<file path="src/rtl/assert_macros.svh">
// assertion macros shared by the rtl
`ifndef ASSERT_MACROS_SVH
`define ASSERT_MACROS_SVH

// condition must hold at every clock edge outside reset
`define ASSERT_ALWAYS(label, clk, rst_n, cond, msg) \
    label: assert property (@(posedge clk) disable iff (!rst_n) (cond)) else $error(msg);

// antecedent implies consequent in the same cycle
`define ASSERT_IMPLIES(label, clk, rst_n, ante, cons, msg) \
    label: assert property (@(posedge clk) disable iff (!rst_n) (ante) |-> (cons)) \
        else $error(msg);

`endif

</file>
<file path="src/rtl/urx_pkg.sv">
// package for the uart receiver: constants, phase type and register map
`timescale 1ns / 1ps

package urx_pkg;

    localparam int URX_FIFO_DEPTH = 128;
    localparam int URX_DATA_BITS  = 8;
    localparam int URX_BYTE_W     = 8;
    localparam int URX_TICK_W     = 16;
    localparam int URX_BIDX_W     = 4;

    localparam logic [URX_TICK_W-1:0] URX_BIT_TICKS_RESET = 16'd868;

    localparam int URX_APB_ADDR_W = 3;
    localparam int URX_APB_DATA_W = 32;
    localparam logic [URX_APB_ADDR_W-1:0] URX_REG_BIT_TICKS = 3'd0;

    typedef enum logic [2:0] {
        PH_HUNT  = 3'd0,
        PH_START = 3'd1,
        PH_DATA  = 3'd2,
        PH_STOP  = 3'd3,
        PH_AFTER = 3'd4
    } urx_phase_t;

endpackage

</file>
<file path="src/rtl/uart_rx_sampler_fifo.sv">
// uart 8n1 receiver with receive fifo, top level
//
// input channel s_axis: one transaction per oversampling tick or pop request.
//   tuser = op (0 tick, 1 pop), tdata[0] = receive line level.
// output channel m_axis: exactly one result transaction per input transaction.
//   tuser = read_valid, tdata = read_byte, frame_stored, framing_error, overrun.
// apb port: bit_ticks at byte address 0, to be written by the user only while
//   the block is idle; the block does not enforce this. a result is registered
//   in the cycle after its input is taken while the result register is free,
//   later when parked in the skid entry. throughput: one transaction per cycle
//   when m_axis_tready is high (single register stage, one-write one-read fifo).
// stall: a two-deep path (input skid entry plus result register) keeps taking
//   one more transaction while the result waits; then s_axis_tready drops.
// reset: receiver hunts for a start edge, line taken as idle high, fifo empty,
//   bit_ticks back to 868. fifo memory is not cleared; unread entries are never
//   returned.
`timescale 1ns / 1ps

`include "assert_macros.svh"

module uart_rx_sampler_fifo
    import urx_pkg::*;
#(
    parameter int FIFO_DEPTH = URX_FIFO_DEPTH,
    parameter int DATA_BITS  = URX_DATA_BITS
)(
    input  logic                      clk,
    input  logic                      rst_n,
    input  logic                      s_axis_tvalid,
    output logic                      s_axis_tready,
    input  logic [7:0]                s_axis_tdata,   // [0] rx_level
    input  logic                      s_axis_tuser,   // [0] op
    output logic                      m_axis_tvalid,
    input  logic                      m_axis_tready,
    // [7:0] read_byte, [8] frame_stored, [9] framing_error, [10] overrun
    output logic [15:0]               m_axis_tdata,
    output logic                      m_axis_tuser,   // [0] read_valid
    input  logic                      psel,
    input  logic                      penable,
    input  logic                      pwrite,
    input  logic [URX_APB_ADDR_W-1:0] paddr,
    input  logic [URX_APB_DATA_W-1:0] pwdata,
    output logic [URX_APB_DATA_W-1:0] prdata,
    output logic                      pready
);

    localparam int PTR_W = $clog2(FIFO_DEPTH);
    localparam logic [PTR_W-1:0] PTR_LAST = PTR_W'(FIFO_DEPTH - 1);
    localparam logic [URX_BIDX_W-1:0] BIDX_END = URX_BIDX_W'(DATA_BITS);

    // configuration
    logic [URX_TICK_W-1:0] bit_ticks_reg;

    // input skid entry
    logic skid_valid_reg;
    logic skid_op_reg;
    logic skid_lvl_reg;

    // receiver state
    urx_phase_t             phase_reg, phase_next;
    logic [URX_TICK_W-1:0]  tick_count_reg, tick_count_next;
    logic [URX_BIDX_W-1:0]  bit_index_reg, bit_index_next;
    logic [URX_BYTE_W-1:0]  shift_byte_reg, shift_byte_next;
    logic                   last_level_reg, last_level_next;
    logic [PTR_W-1:0]       wr_ptr_reg, wr_ptr_next;
    logic [PTR_W-1:0]       rd_ptr_reg, rd_ptr_next;

    logic [URX_BYTE_W-1:0]  fifo_mem [FIFO_DEPTH];

    // result register
    logic                   res_valid_reg;
    logic                   res_rvalid_reg;
    logic [URX_BYTE_W-1:0]  res_byte_reg;
    logic                   res_stored_reg;
    logic                   res_ferr_reg;
    logic                   res_ovr_reg;

    // processing control
    logic                   res_free;
    logic                   item_avail;
    logic                   do_proc;
    logic                   item_op;
    logic                   item_lvl;

    logic [URX_TICK_W-1:0]  tick_dec;
    logic [URX_TICK_W-1:0]  half_ticks;
    logic [URX_TICK_W-1:0]  start_wait;
    logic [URX_TICK_W-1:0]  bit_wait;
    logic [URX_BIDX_W-1:0]  bit_index_inc;
    logic [PTR_W-1:0]       wr_ptr_inc;
    logic [PTR_W-1:0]       rd_ptr_inc;
    logic                   fifo_empty;
    logic                   fifo_full;
    logic                   bit_fire;

    logic                   pop_ok;
    logic                   stored_c;
    logic                   ferr_c;
    logic                   ovr_c;

    logic                   cfg_write;

    // apb
    assign pready    = 1'b1;
    assign cfg_write = psel && penable && pwrite && pready;

    always_comb
    begin
        prdata = '0;
        if (paddr == URX_REG_BIT_TICKS)
        begin
            prdata = URX_APB_DATA_W'(bit_ticks_reg);
        end
    end

    always_ff @(posedge clk or negedge rst_n)
    begin
        if (!rst_n)
        begin
            bit_ticks_reg <= URX_BIT_TICKS_RESET;
        end
        else if (cfg_write && paddr == URX_REG_BIT_TICKS)
        begin
            bit_ticks_reg <= pwdata[URX_TICK_W-1:0];
        end
    end

    // handshake and skid
    assign s_axis_tready = !skid_valid_reg;
    assign res_free      = !res_valid_reg || m_axis_tready;
    assign item_avail    = skid_valid_reg || s_axis_tvalid;
    assign do_proc       = item_avail && res_free;
    assign item_op       = skid_valid_reg ? skid_op_reg  : s_axis_tuser;
    assign item_lvl      = skid_valid_reg ? skid_lvl_reg : s_axis_tdata[0];

    always_ff @(posedge clk or negedge rst_n)
    begin
        if (!rst_n)
        begin
            skid_valid_reg <= 1'b0;
        end
        else if (skid_valid_reg)
        begin
            if (res_free)
            begin
                skid_valid_reg <= 1'b0;
            end
        end
        else if (s_axis_tvalid && !res_free)
        begin
            skid_valid_reg <= 1'b1;
        end
    end

    always_ff @(posedge clk)
    begin
        if (!skid_valid_reg && s_axis_tvalid && !res_free)
        begin
            skid_op_reg  <= s_axis_tuser;
            skid_lvl_reg <= s_axis_tdata[0];
        end
    end

    // datapath helpers
    assign tick_dec      = (tick_count_reg != '0) ? tick_count_reg - 1'b1 : '0;
    assign half_ticks    = bit_ticks_reg >> 1;
    assign start_wait    = (half_ticks == '0) ? URX_TICK_W'(1) : half_ticks;
    assign bit_wait      = (bit_ticks_reg == '0) ? URX_TICK_W'(1) : bit_ticks_reg;
    assign bit_index_inc = bit_index_reg + 1'b1;
    assign wr_ptr_inc    = (wr_ptr_reg == PTR_LAST) ? '0 : wr_ptr_reg + 1'b1;
    assign rd_ptr_inc    = (rd_ptr_reg == PTR_LAST) ? '0 : rd_ptr_reg + 1'b1;
    assign fifo_empty    = (rd_ptr_reg == wr_ptr_reg);
    assign fifo_full     = (wr_ptr_inc == rd_ptr_reg);
    assign bit_fire      = !item_op && (phase_reg != PH_HUNT) && (tick_dec == '0);

    // result flags
    always_comb
    begin
        pop_ok   = item_op && !fifo_empty;
        stored_c = 1'b0;
        ferr_c   = 1'b0;
        ovr_c    = 1'b0;
        if (bit_fire && phase_reg == PH_STOP)
        begin
            if (item_lvl)
            begin
                stored_c = !fifo_full;
                ovr_c    = fifo_full;
            end
            else
            begin
                ferr_c = 1'b1;
            end
        end
    end

    // next state
    always_comb
    begin
        phase_next      = phase_reg;
        tick_count_next = tick_count_reg;
        bit_index_next  = bit_index_reg;
        shift_byte_next = shift_byte_reg;
        last_level_next = last_level_reg;
        wr_ptr_next     = stored_c ? wr_ptr_inc : wr_ptr_reg;
        rd_ptr_next     = pop_ok ? rd_ptr_inc : rd_ptr_reg;

        if (!item_op)
        begin
            last_level_next = item_lvl;
            if (phase_reg == PH_HUNT)
            begin
                if (last_level_reg && !item_lvl)
                begin
                    phase_next      = PH_START;
                    tick_count_next = start_wait;
                    bit_index_next  = '0;
                    shift_byte_next = '0;
                end
            end
            else if (!bit_fire)
            begin
                tick_count_next = tick_dec;
            end
            else
            begin
                tick_count_next = bit_wait;
                case (phase_reg)
                    PH_START:
                    begin
                        phase_next = PH_DATA;
                    end
                    PH_DATA:
                    begin
                        if (item_lvl && !bit_index_reg[URX_BIDX_W-1])
                        begin
                            shift_byte_next[bit_index_reg[URX_BIDX_W-2:0]] = 1'b1;
                        end
                        bit_index_next = bit_index_inc;
                        if (bit_index_inc >= BIDX_END)
                        begin
                            phase_next = PH_STOP;
                        end
                    end
                    PH_STOP:
                    begin
                        shift_byte_next = '0;
                        bit_index_next  = '0;
                        phase_next      = PH_AFTER;
                    end
                    default:
                    begin
                        if (item_lvl)
                        begin
                            phase_next      = PH_HUNT;
                            tick_count_next = '0;
                        end
                        else
                        begin
                            phase_next = PH_DATA;
                        end
                    end
                endcase
            end
        end
    end

    always_ff @(posedge clk or negedge rst_n)
    begin
        if (!rst_n)
        begin
            phase_reg      <= PH_HUNT;
            tick_count_reg <= '0;
            bit_index_reg  <= '0;
            shift_byte_reg <= '0;
            last_level_reg <= 1'b1;
            wr_ptr_reg     <= '0;
            rd_ptr_reg     <= '0;
        end
        else if (do_proc)
        begin
            phase_reg      <= phase_next;
            tick_count_reg <= tick_count_next;
            bit_index_reg  <= bit_index_next;
            shift_byte_reg <= shift_byte_next;
            last_level_reg <= last_level_next;
            wr_ptr_reg     <= wr_ptr_next;
            rd_ptr_reg     <= rd_ptr_next;
        end
    end

    // fifo memory
    always_ff @(posedge clk)
    begin
        if (do_proc && stored_c)
        begin
            fifo_mem[wr_ptr_reg] <= shift_byte_reg;
        end
    end

    always_ff @(posedge clk)
    begin
        if (do_proc && pop_ok)
        begin
            res_byte_reg <= fifo_mem[rd_ptr_reg];
        end
    end

    // result register
    always_ff @(posedge clk or negedge rst_n)
    begin
        if (!rst_n)
        begin
            res_valid_reg <= 1'b0;
        end
        else if (res_free)
        begin
            res_valid_reg <= item_avail;
        end
    end

    always_ff @(posedge clk)
    begin
        if (do_proc)
        begin
            res_rvalid_reg <= pop_ok;
            res_stored_reg <= stored_c;
            res_ferr_reg   <= ferr_c;
            res_ovr_reg    <= ovr_c;
        end
    end

    assign m_axis_tvalid = res_valid_reg;
    assign m_axis_tuser  = res_rvalid_reg;
    assign m_axis_tdata  = {5'b0, res_ovr_reg, res_ferr_reg, res_stored_reg,
                            res_rvalid_reg ? res_byte_reg : {URX_BYTE_W{1'b0}}};

    // checks
    `ASSERT_ALWAYS(a_result_kind, clk, rst_n,
        !res_valid_reg || $onehot0({res_rvalid_reg, res_stored_reg, res_ferr_reg, res_ovr_reg}),
        "result carries more than one event")
    `ASSERT_ALWAYS(a_ptr_range, clk, rst_n,
        (wr_ptr_reg <= PTR_LAST) && (rd_ptr_reg <= PTR_LAST),
        "fifo pointer beyond depth")
    `ASSERT_IMPLIES(a_hunt_idle_count, clk, rst_n,
        phase_reg == PH_HUNT, tick_count_reg == '0,
        "tick counter running while hunting")

endmodule
</file>
<file path="config.mk">
export PLATFORM = sky130hd
export DESIGN_NAME = uart_rx_sampler_fifo
export DESIGN_NICKNAME = d
export VERILOG_FILES = /design/src/rtl/urx_pkg.sv /design/src/rtl/uart_rx_sampler_fifo.sv
export VERILOG_INCLUDE_DIRS = /design/src /design/src/rtl
export SDC_FILE = /design/constraint.sdc
export NUM_CORES = 1
export LEC_CHECK = 0
export ABC_AREA = 1
export BUFFER_PORTS_ARGS = -buffer_cell sky130_fd_sc_hd__buf_2
export CORE_ASPECT_RATIO = 1.5
export CORE_UTILIZATION = 58
export DETAILED_ROUTE_END_ITERATION = 7
export HOLD_SLACK_MARGIN = 0.05
export PLACE_DENSITY_LB_ADDON = 0.08
export SLEW_MARGIN = 10
export SYNTH_ARGS = -nofsm -noshare
export SYNTH_HDL_FRONTEND = slang
export SYNTH_SLANG_ARGS = --single-unit
</file>
<file path="constraint.sdc">
create_clock -name clk -period 4.9 [get_ports clk]
set_clock_uncertainty 0.15 [all_clocks]
set_input_delay 0.49 -clock clk [delete_from_list [all_inputs] [get_ports clk]]
set_output_delay 0.49 -clock clk [all_outputs]
set_load 0.01 [all_outputs]
</file>
# After elaboration in Yosys (flattened, before gate mapping)
# Memories as Yosys holds them, arrays and structs flattened. A register that Yosys moved wholly into a read port is not among the register bits.
# Index checks and enable logic that the tools add are counted.
# Widths: inputs -> output; s select.
[totals] inputBits=51 out_inout_bits=52 n_memories=1 reg_bits=70 elab_cells=119 ramBits=1024
[memory_table] name="fifo_mem" words=128 word_bits=8 read_ports=1 rd_ports_with_merged_regs=1 wr=1 line_no="uart_rx_sampler_fifo.sv:68" source="logic [URX_BYTE_W-1:0] fifo_mem [FIFO_DEPTH];"
[classes] n_bitwise=2 add_sub_neg=4 n_eq_ne=10 n_reduce_logical=44 n_lt_le_gt_ge=3 mux=39
[ops] op="$mux 16" n=8
[ops] op="$logic_not 16->1" n=3
[ops] op="$mux 8" n=5
[ops] op="$logic_and 1x1->1" n=16
[ops] op="$pmux 8 s2" n=1
[ops] op="$reduce_bool 16->1" n=1
[ops] op="$sub 16x1->16 const B" n=1
[ops] op="$mux 15" n=1
[ops] op="$add 7x1->7 const B" n=2
[ops] op="$eq 7x7->1" n=2
[ops] op="$eq 7x7->1 const B" n=2
[ops] op="$mux 7" n=2
[ops] op="$mux 3" n=4
[ops] op="$mux 4" n=3
[ops] op="$mux 1" n=11
[ops] op="$reduce_and 5->1" n=2
[ops] op="$pmux 3 s3" n=1
[ops] op="$logic_not 1->1" n=8
[ops] op="$or 8x8->8" n=1
[ops] op="$pmux 4 s2" n=1
[ops] op="$reduce_and 2->1" n=4
[ops] op="$eq 3x2->1 const B" n=2
[ops] op="$logic_not 3->1" n=2
[ops] op="$ne 3x3->1 const B" n=2
[ops] op="15 further kinds" n=17

# Logic depth before layout (Yosys ltp)
[depth] word_depth=9 ltp_mapped=17 ltp_nobuf=16

# Worst setup path before layout
# No wires, ideal clock.
[synth_timing] path_type="register -> register" start="register tick_count_reg[0]" end="memory fifo_mem[104][0], enable pin" t_required_ns=4.380 arrival_ns=2.755 synth_period_minus_slack_ns=3.275 slack_ns=1.625 setup_time_ns=0.370 path_stages_with_launch=17 path_buffers=2 path_cell_list="dfrtp_1 -> inv_1 -> ha_1 -> nand2_4 -> nor2_8 -> nand2_4 -> buf_6 -> nand2_2 -> nand2_1 -> nor2_2 -> nand2_2 -> nor2_8 -> nand4_4 -> nor2_8 -> nand4_4 -> buf_6 -> nor2_1"
[synth_via] elab_chain_cells=9 word_cells_on_any_way=10 cone_classes="1 x add/sub; 4 x mux; 5 x reduce/logical"
[synth_lines] item="start: declaration" line_no="uart_rx_sampler_fifo.sv:61" source="logic [URX_TICK_W-1:0] tick_count_reg, tick_count_next;"
[synth_lines] item="start signal: assignment" line_no="uart_rx_sampler_fifo.sv:283" source="tick_count_reg <= tick_count_next;"
[synth_lines] item="$sub 16x1->16 / $reduce_bool 16->1 (equally long branches)" line_no="uart_rx_sampler_fifo.sv:165" source="assign tick_dec = (tick_count_reg != '0) ? tick_count_reg - 1'b1 : '0;"
[synth_lines] item="$mux 16 *" line_no="uart_rx_sampler_fifo.sv:165"
[synth_lines] item="$logic_not 16->1 *" line_no="uart_rx_sampler_fifo.sv:174" source="assign bit_fire = !item_op && (phase_reg != PH_HUNT) && (tick_dec == '0);"
[synth_lines] item="$logic_and 1x1->1 *" line_no="uart_rx_sampler_fifo.sv:174"
[synth_lines] item="$logic_and 1x1->1 *" line_no="uart_rx_sampler_fifo.sv:183" source="if (bit_fire && phase_reg == PH_STOP)"
[synth_lines] item="$mux 1 *" line_no="uart_rx_sampler_fifo.sv:183"
[synth_lines] item="$logic_and 1x1->1 *" line_no="uart_rx_sampler_fifo.sv:295" source="if (do_proc && stored_c)"
[synth_lines] item="$mux 1 *" line_no="uart_rx_sampler_fifo.sv:295"
[synth_lines] item="$mux 1 (not written as such) *" line_no="uart_rx_sampler_fifo.sv:297" source="fifo_mem[wr_ptr_reg] <= shift_byte_reg;"
[synth_lines] item="end: declaration" line_no="uart_rx_sampler_fifo.sv:68"
# Every way passes the cells marked *; elsewhere a longest branch is shown, timed or not.

# Worst setup path in the final report
[layout_timing] start="register tick_count_reg[0]" end="memory fifo_mem[88][1], enable pin"
# The elaborated chain is that of the path after synthesis.

==> results.py <==
metrics = {
    "status": {
        "status": "finished, final reports clean",
    },
    "power_and_ir_drop": {
        "p_per_area_mw_per_mm2": 537,
        "p_seq_frac": 0.415,
        "p_int_w": 0.0172,
        "leakage_nw": 17.9,
        "p_comb_frac": 0.304,
        "clock_power_share": 0.281,
        "ir_worst_vdd_mv": 0.450,
        "switchingPower_w": 0.00982,
        "switching_share": 0.363,
        "total_power_w": 0.0270,
    },
    "synthesis": {
        "syn_area_mm2": 0.0455,
        "ys_seq_area_frac": 0.720,
        "ys_types": 42,
        "ys.flop_type": "edfxtp_1",
        "async_flop_share": 0.0581,
        "ys_ff_latch": 1102,
        "synth_edf_count": 1038,
        "syn_avg_cell_area_um2": 12.1,
        "synth_compound_area_frac": 0.115,
        "synth_fa_ha_area_frac": 0.00110,
        "synthMuxAreaShare": 0,
        "synth_top_family_by_area": "simple AND/OR/NAND/NOR gates",
        "synth-simple-area-share": 0.125,
        "syn_inst": 3767,
        "yosysWarnings": 0,
        "synth_xor_xnor_area_share": 0.00347,
    },
    "finish": {
        "drive_gt1_frac": 0.0987,
        "final_common_cell": "edfxtp_1",
        "diodes": 0,
        "nNetsFinal": 3877,
        "syn_to_final_growth_pct": 10.8,
        "largest_register_ffs": 1024,
        "stdcell_count": 4918,
        "stdcell_area_mm2": 0.0504,
        "layout_common_cells": "edfxtp_1 (1038), nor2_1 (774), o21ai_0 (570)",
    },
    "grt": {
        "grt_first_pass_wirelength_mm": 179,
        "gr-usage-all-layers": 0.300,
        "grt_max_degree": 157,
        "overflow": 0,
        "grt_pass1_vias": 29924,
        "grt_antenna_before_repair": 1,
    },
    "worst_setup_path": {
        "endpoint_kind": "flop",
        "critPathKind": "flop to flop",
        "crit_required_ns": 5.04,
        "crit_fanout": 16,
        "critPathLaunchType": "flop",
        "arrival_ns": 4.49,
    },
    "placed_design": {
        "dp_hpwl_mm": 70.0,
        "gp_congestion": 0.894,
        "place_inst": 4716,
        "portBuffers": 57,
        "placed_area_mm2": 0.0470,
    },
    "cts": {
        "cts_post_setup_buffers_inserted": 0,
        "tritoncts": "built",
        "clkTransAtPathRegs_ns": 0.06,
        "cts_resized": 0,
        "cts.sinks": 1102,
        "clk_path_buf_depth": 3,
        "cts_hold_buf": 22,
        "numCtsBuffers": 98,
        "cts_root_buf": "clkbuf_16",
        "htree_levels": 3,
        "insertion_delay_ns": 0.68,
    },
    "sta": {
        "tns_ns": 0,
        "hold_viol": 0,
        "tightest_slew_ns": 0.998,
        "min_period_over_period": 0.887,
        "setup_viol_count_final": 0,
        "max_freq_mhz": 230,
        "rsz0062_at_grt": "no",
        "drv_slew": 0,
        "slew_headroom": 0.334,
        "whs_ns": 0.234,
        "layout_min_cycle_time_ns": 4.34,
    },
    "die": {
        "fp.dieH_um": 345,
        "fp-row-count": 125,
        "dieArea_mm2": 0.0796,
        "dieWidth_um": 231,
        "initial_utilization": 0.586,
        "core_area_mm2": 0.0776,
        "io_pins": 103,
    },
    "run": {
        "cap_violations": 0,
    },
    "routing": {
        "vias_per_cell": 6.15,
        "vias": 30253,
        "routed_wirelength_mm": 119,
        "drt_iter0_markers": 3455,
        "wl_per_cell_um": 24.1,
        "drt_pass1_iterations": 6,
        "drc": 0,
        "antenna_left": 0,
    },
    "min_path": {
        "timing.hold.worst.class": "input port to flop",
    },
}
==> final cells by class <==
cell class / instances / area, um^2
clock inverters: 61 / 561
multi-input cells: 2315 / 11200
fillers: 5881 / 27200
inverters: 99 / 384
clock buffers: 119 / 2590
flip-flops and latches: 1102 / 32800
repair buffers: 206 / 1520
well taps: 1016 / 1270
==> per-stage QoR <==
stage / utilization / worst slack [ns]
final: 0.650 / 0.556
after global routing: 0.650 / 0.303
after CTS: 0.650 / 0.562
after detailed placement: 0.606 / 0.588
after global placement: 0.606 / 0.605
after floorplan: - / 1.62
==> worst max-delay path: stages (launching register included) <==
cell and delay, ns:
dfrtp_1 0.38, inv_1 0.14, ha_1 0.29, nand2_4 0.12
nor2_8 0.16, nand2_4 0.13, nand2_1 0.13, nand2_1 0.06
nor2_1 0.13, nand2_2 0.10, nor2_8 0.18, nand4_4 0.17
nor2_8 0.33, nand4_4 0.61, nor2_1 0.86
==> worst paths after layout <==
check,depth (start not counted),startpoint,slack [ns],endpoint
max in group asynchronous,3,rst_n,3.27,bit_ticks_reg[2]$_DFFE_PN1P_
setup / recovery,14,tick_count_reg[0]$_DFFE_PN0P_,0.56,fifo_mem[88][1]$_DFFE_PP_
hold / removal,6,penable,0.23,bit_ticks_reg[2]$_DFFE_PN1P_
min in group asynchronous,2,rst_n,0.39,tick_count_reg[10]$_DFFE_PN0P_
setup reg to reg,14,tick_count_reg[0]$_DFFE_PN0P_,0.56,fifo_mem[88][1]$_DFFE_PP_
hold reg to reg,2,tick_count_reg[0]$_DFFE_PN0P_,0.34,tick_count_reg[0]$_DFFE_PN0P_
==> metal layers <==
layer | track usage | part of all wire
met5 | 0 | 0
met4 | 0.142 | 0.046
met3 | 0.0400 | 0.072
met2 | 0.508 | 0.51
met1 | 0.384 | 0.38
==> cells in the mapped netlist, types with 4 or more instances <==
master	number	area (um^2)
buf_1	11	41.3
xnor2_1	7	61.3
buf_6	9	101
buf_4	25	188
o21bai_1	4	30.0
nor3_1	13	65.1
ha_1	4	50.1
nor2_1	775	2910
nand2_2	4	25.0
buf_2	4	20.0
a21oi_1	50	250
xor2_1	11	96.3
o211ai_1	63	473
dfrtp_1	58	1450
edfxtp_1	1038	31200
o21ai_0	570	2850
nor2_2	8	50.1
inv_1	92	345
o221ai_1	69	604
o21ai_1	6	30.0
nand4_4	9	191
nand4_1	46	288
nand2_1	315	1180
nand3_1	162	811
dfstp_2	6	158
o22ai_1	153	957
clkbuf_1	222	833
clkinv_1	4	15.0
==> power by group through the flow <==
stage	clock [W]	sequential (W)	combinational, W
global route	0.00803	0.0112	0.00894
CTS	0.00770	0.0112	0.00815
global placement	0	0.0114	0.00795
detailed placement	0	0.0114	0.00809
finish	0.00761	0.0112	0.00822
floorplan	0	0.0113	0.00531
==> cells by family (layout without fill, tap and decap cells) <==
family	count (synthesis)	count (layout)
compound gates	921	921
xor+xnor	18	18
fa+ha+maj	4	4
buf+inv	370	485
flops	1102	1102
other cells	2	22
simple gates	1350	1350
Power figures use the tool's default switching activity.
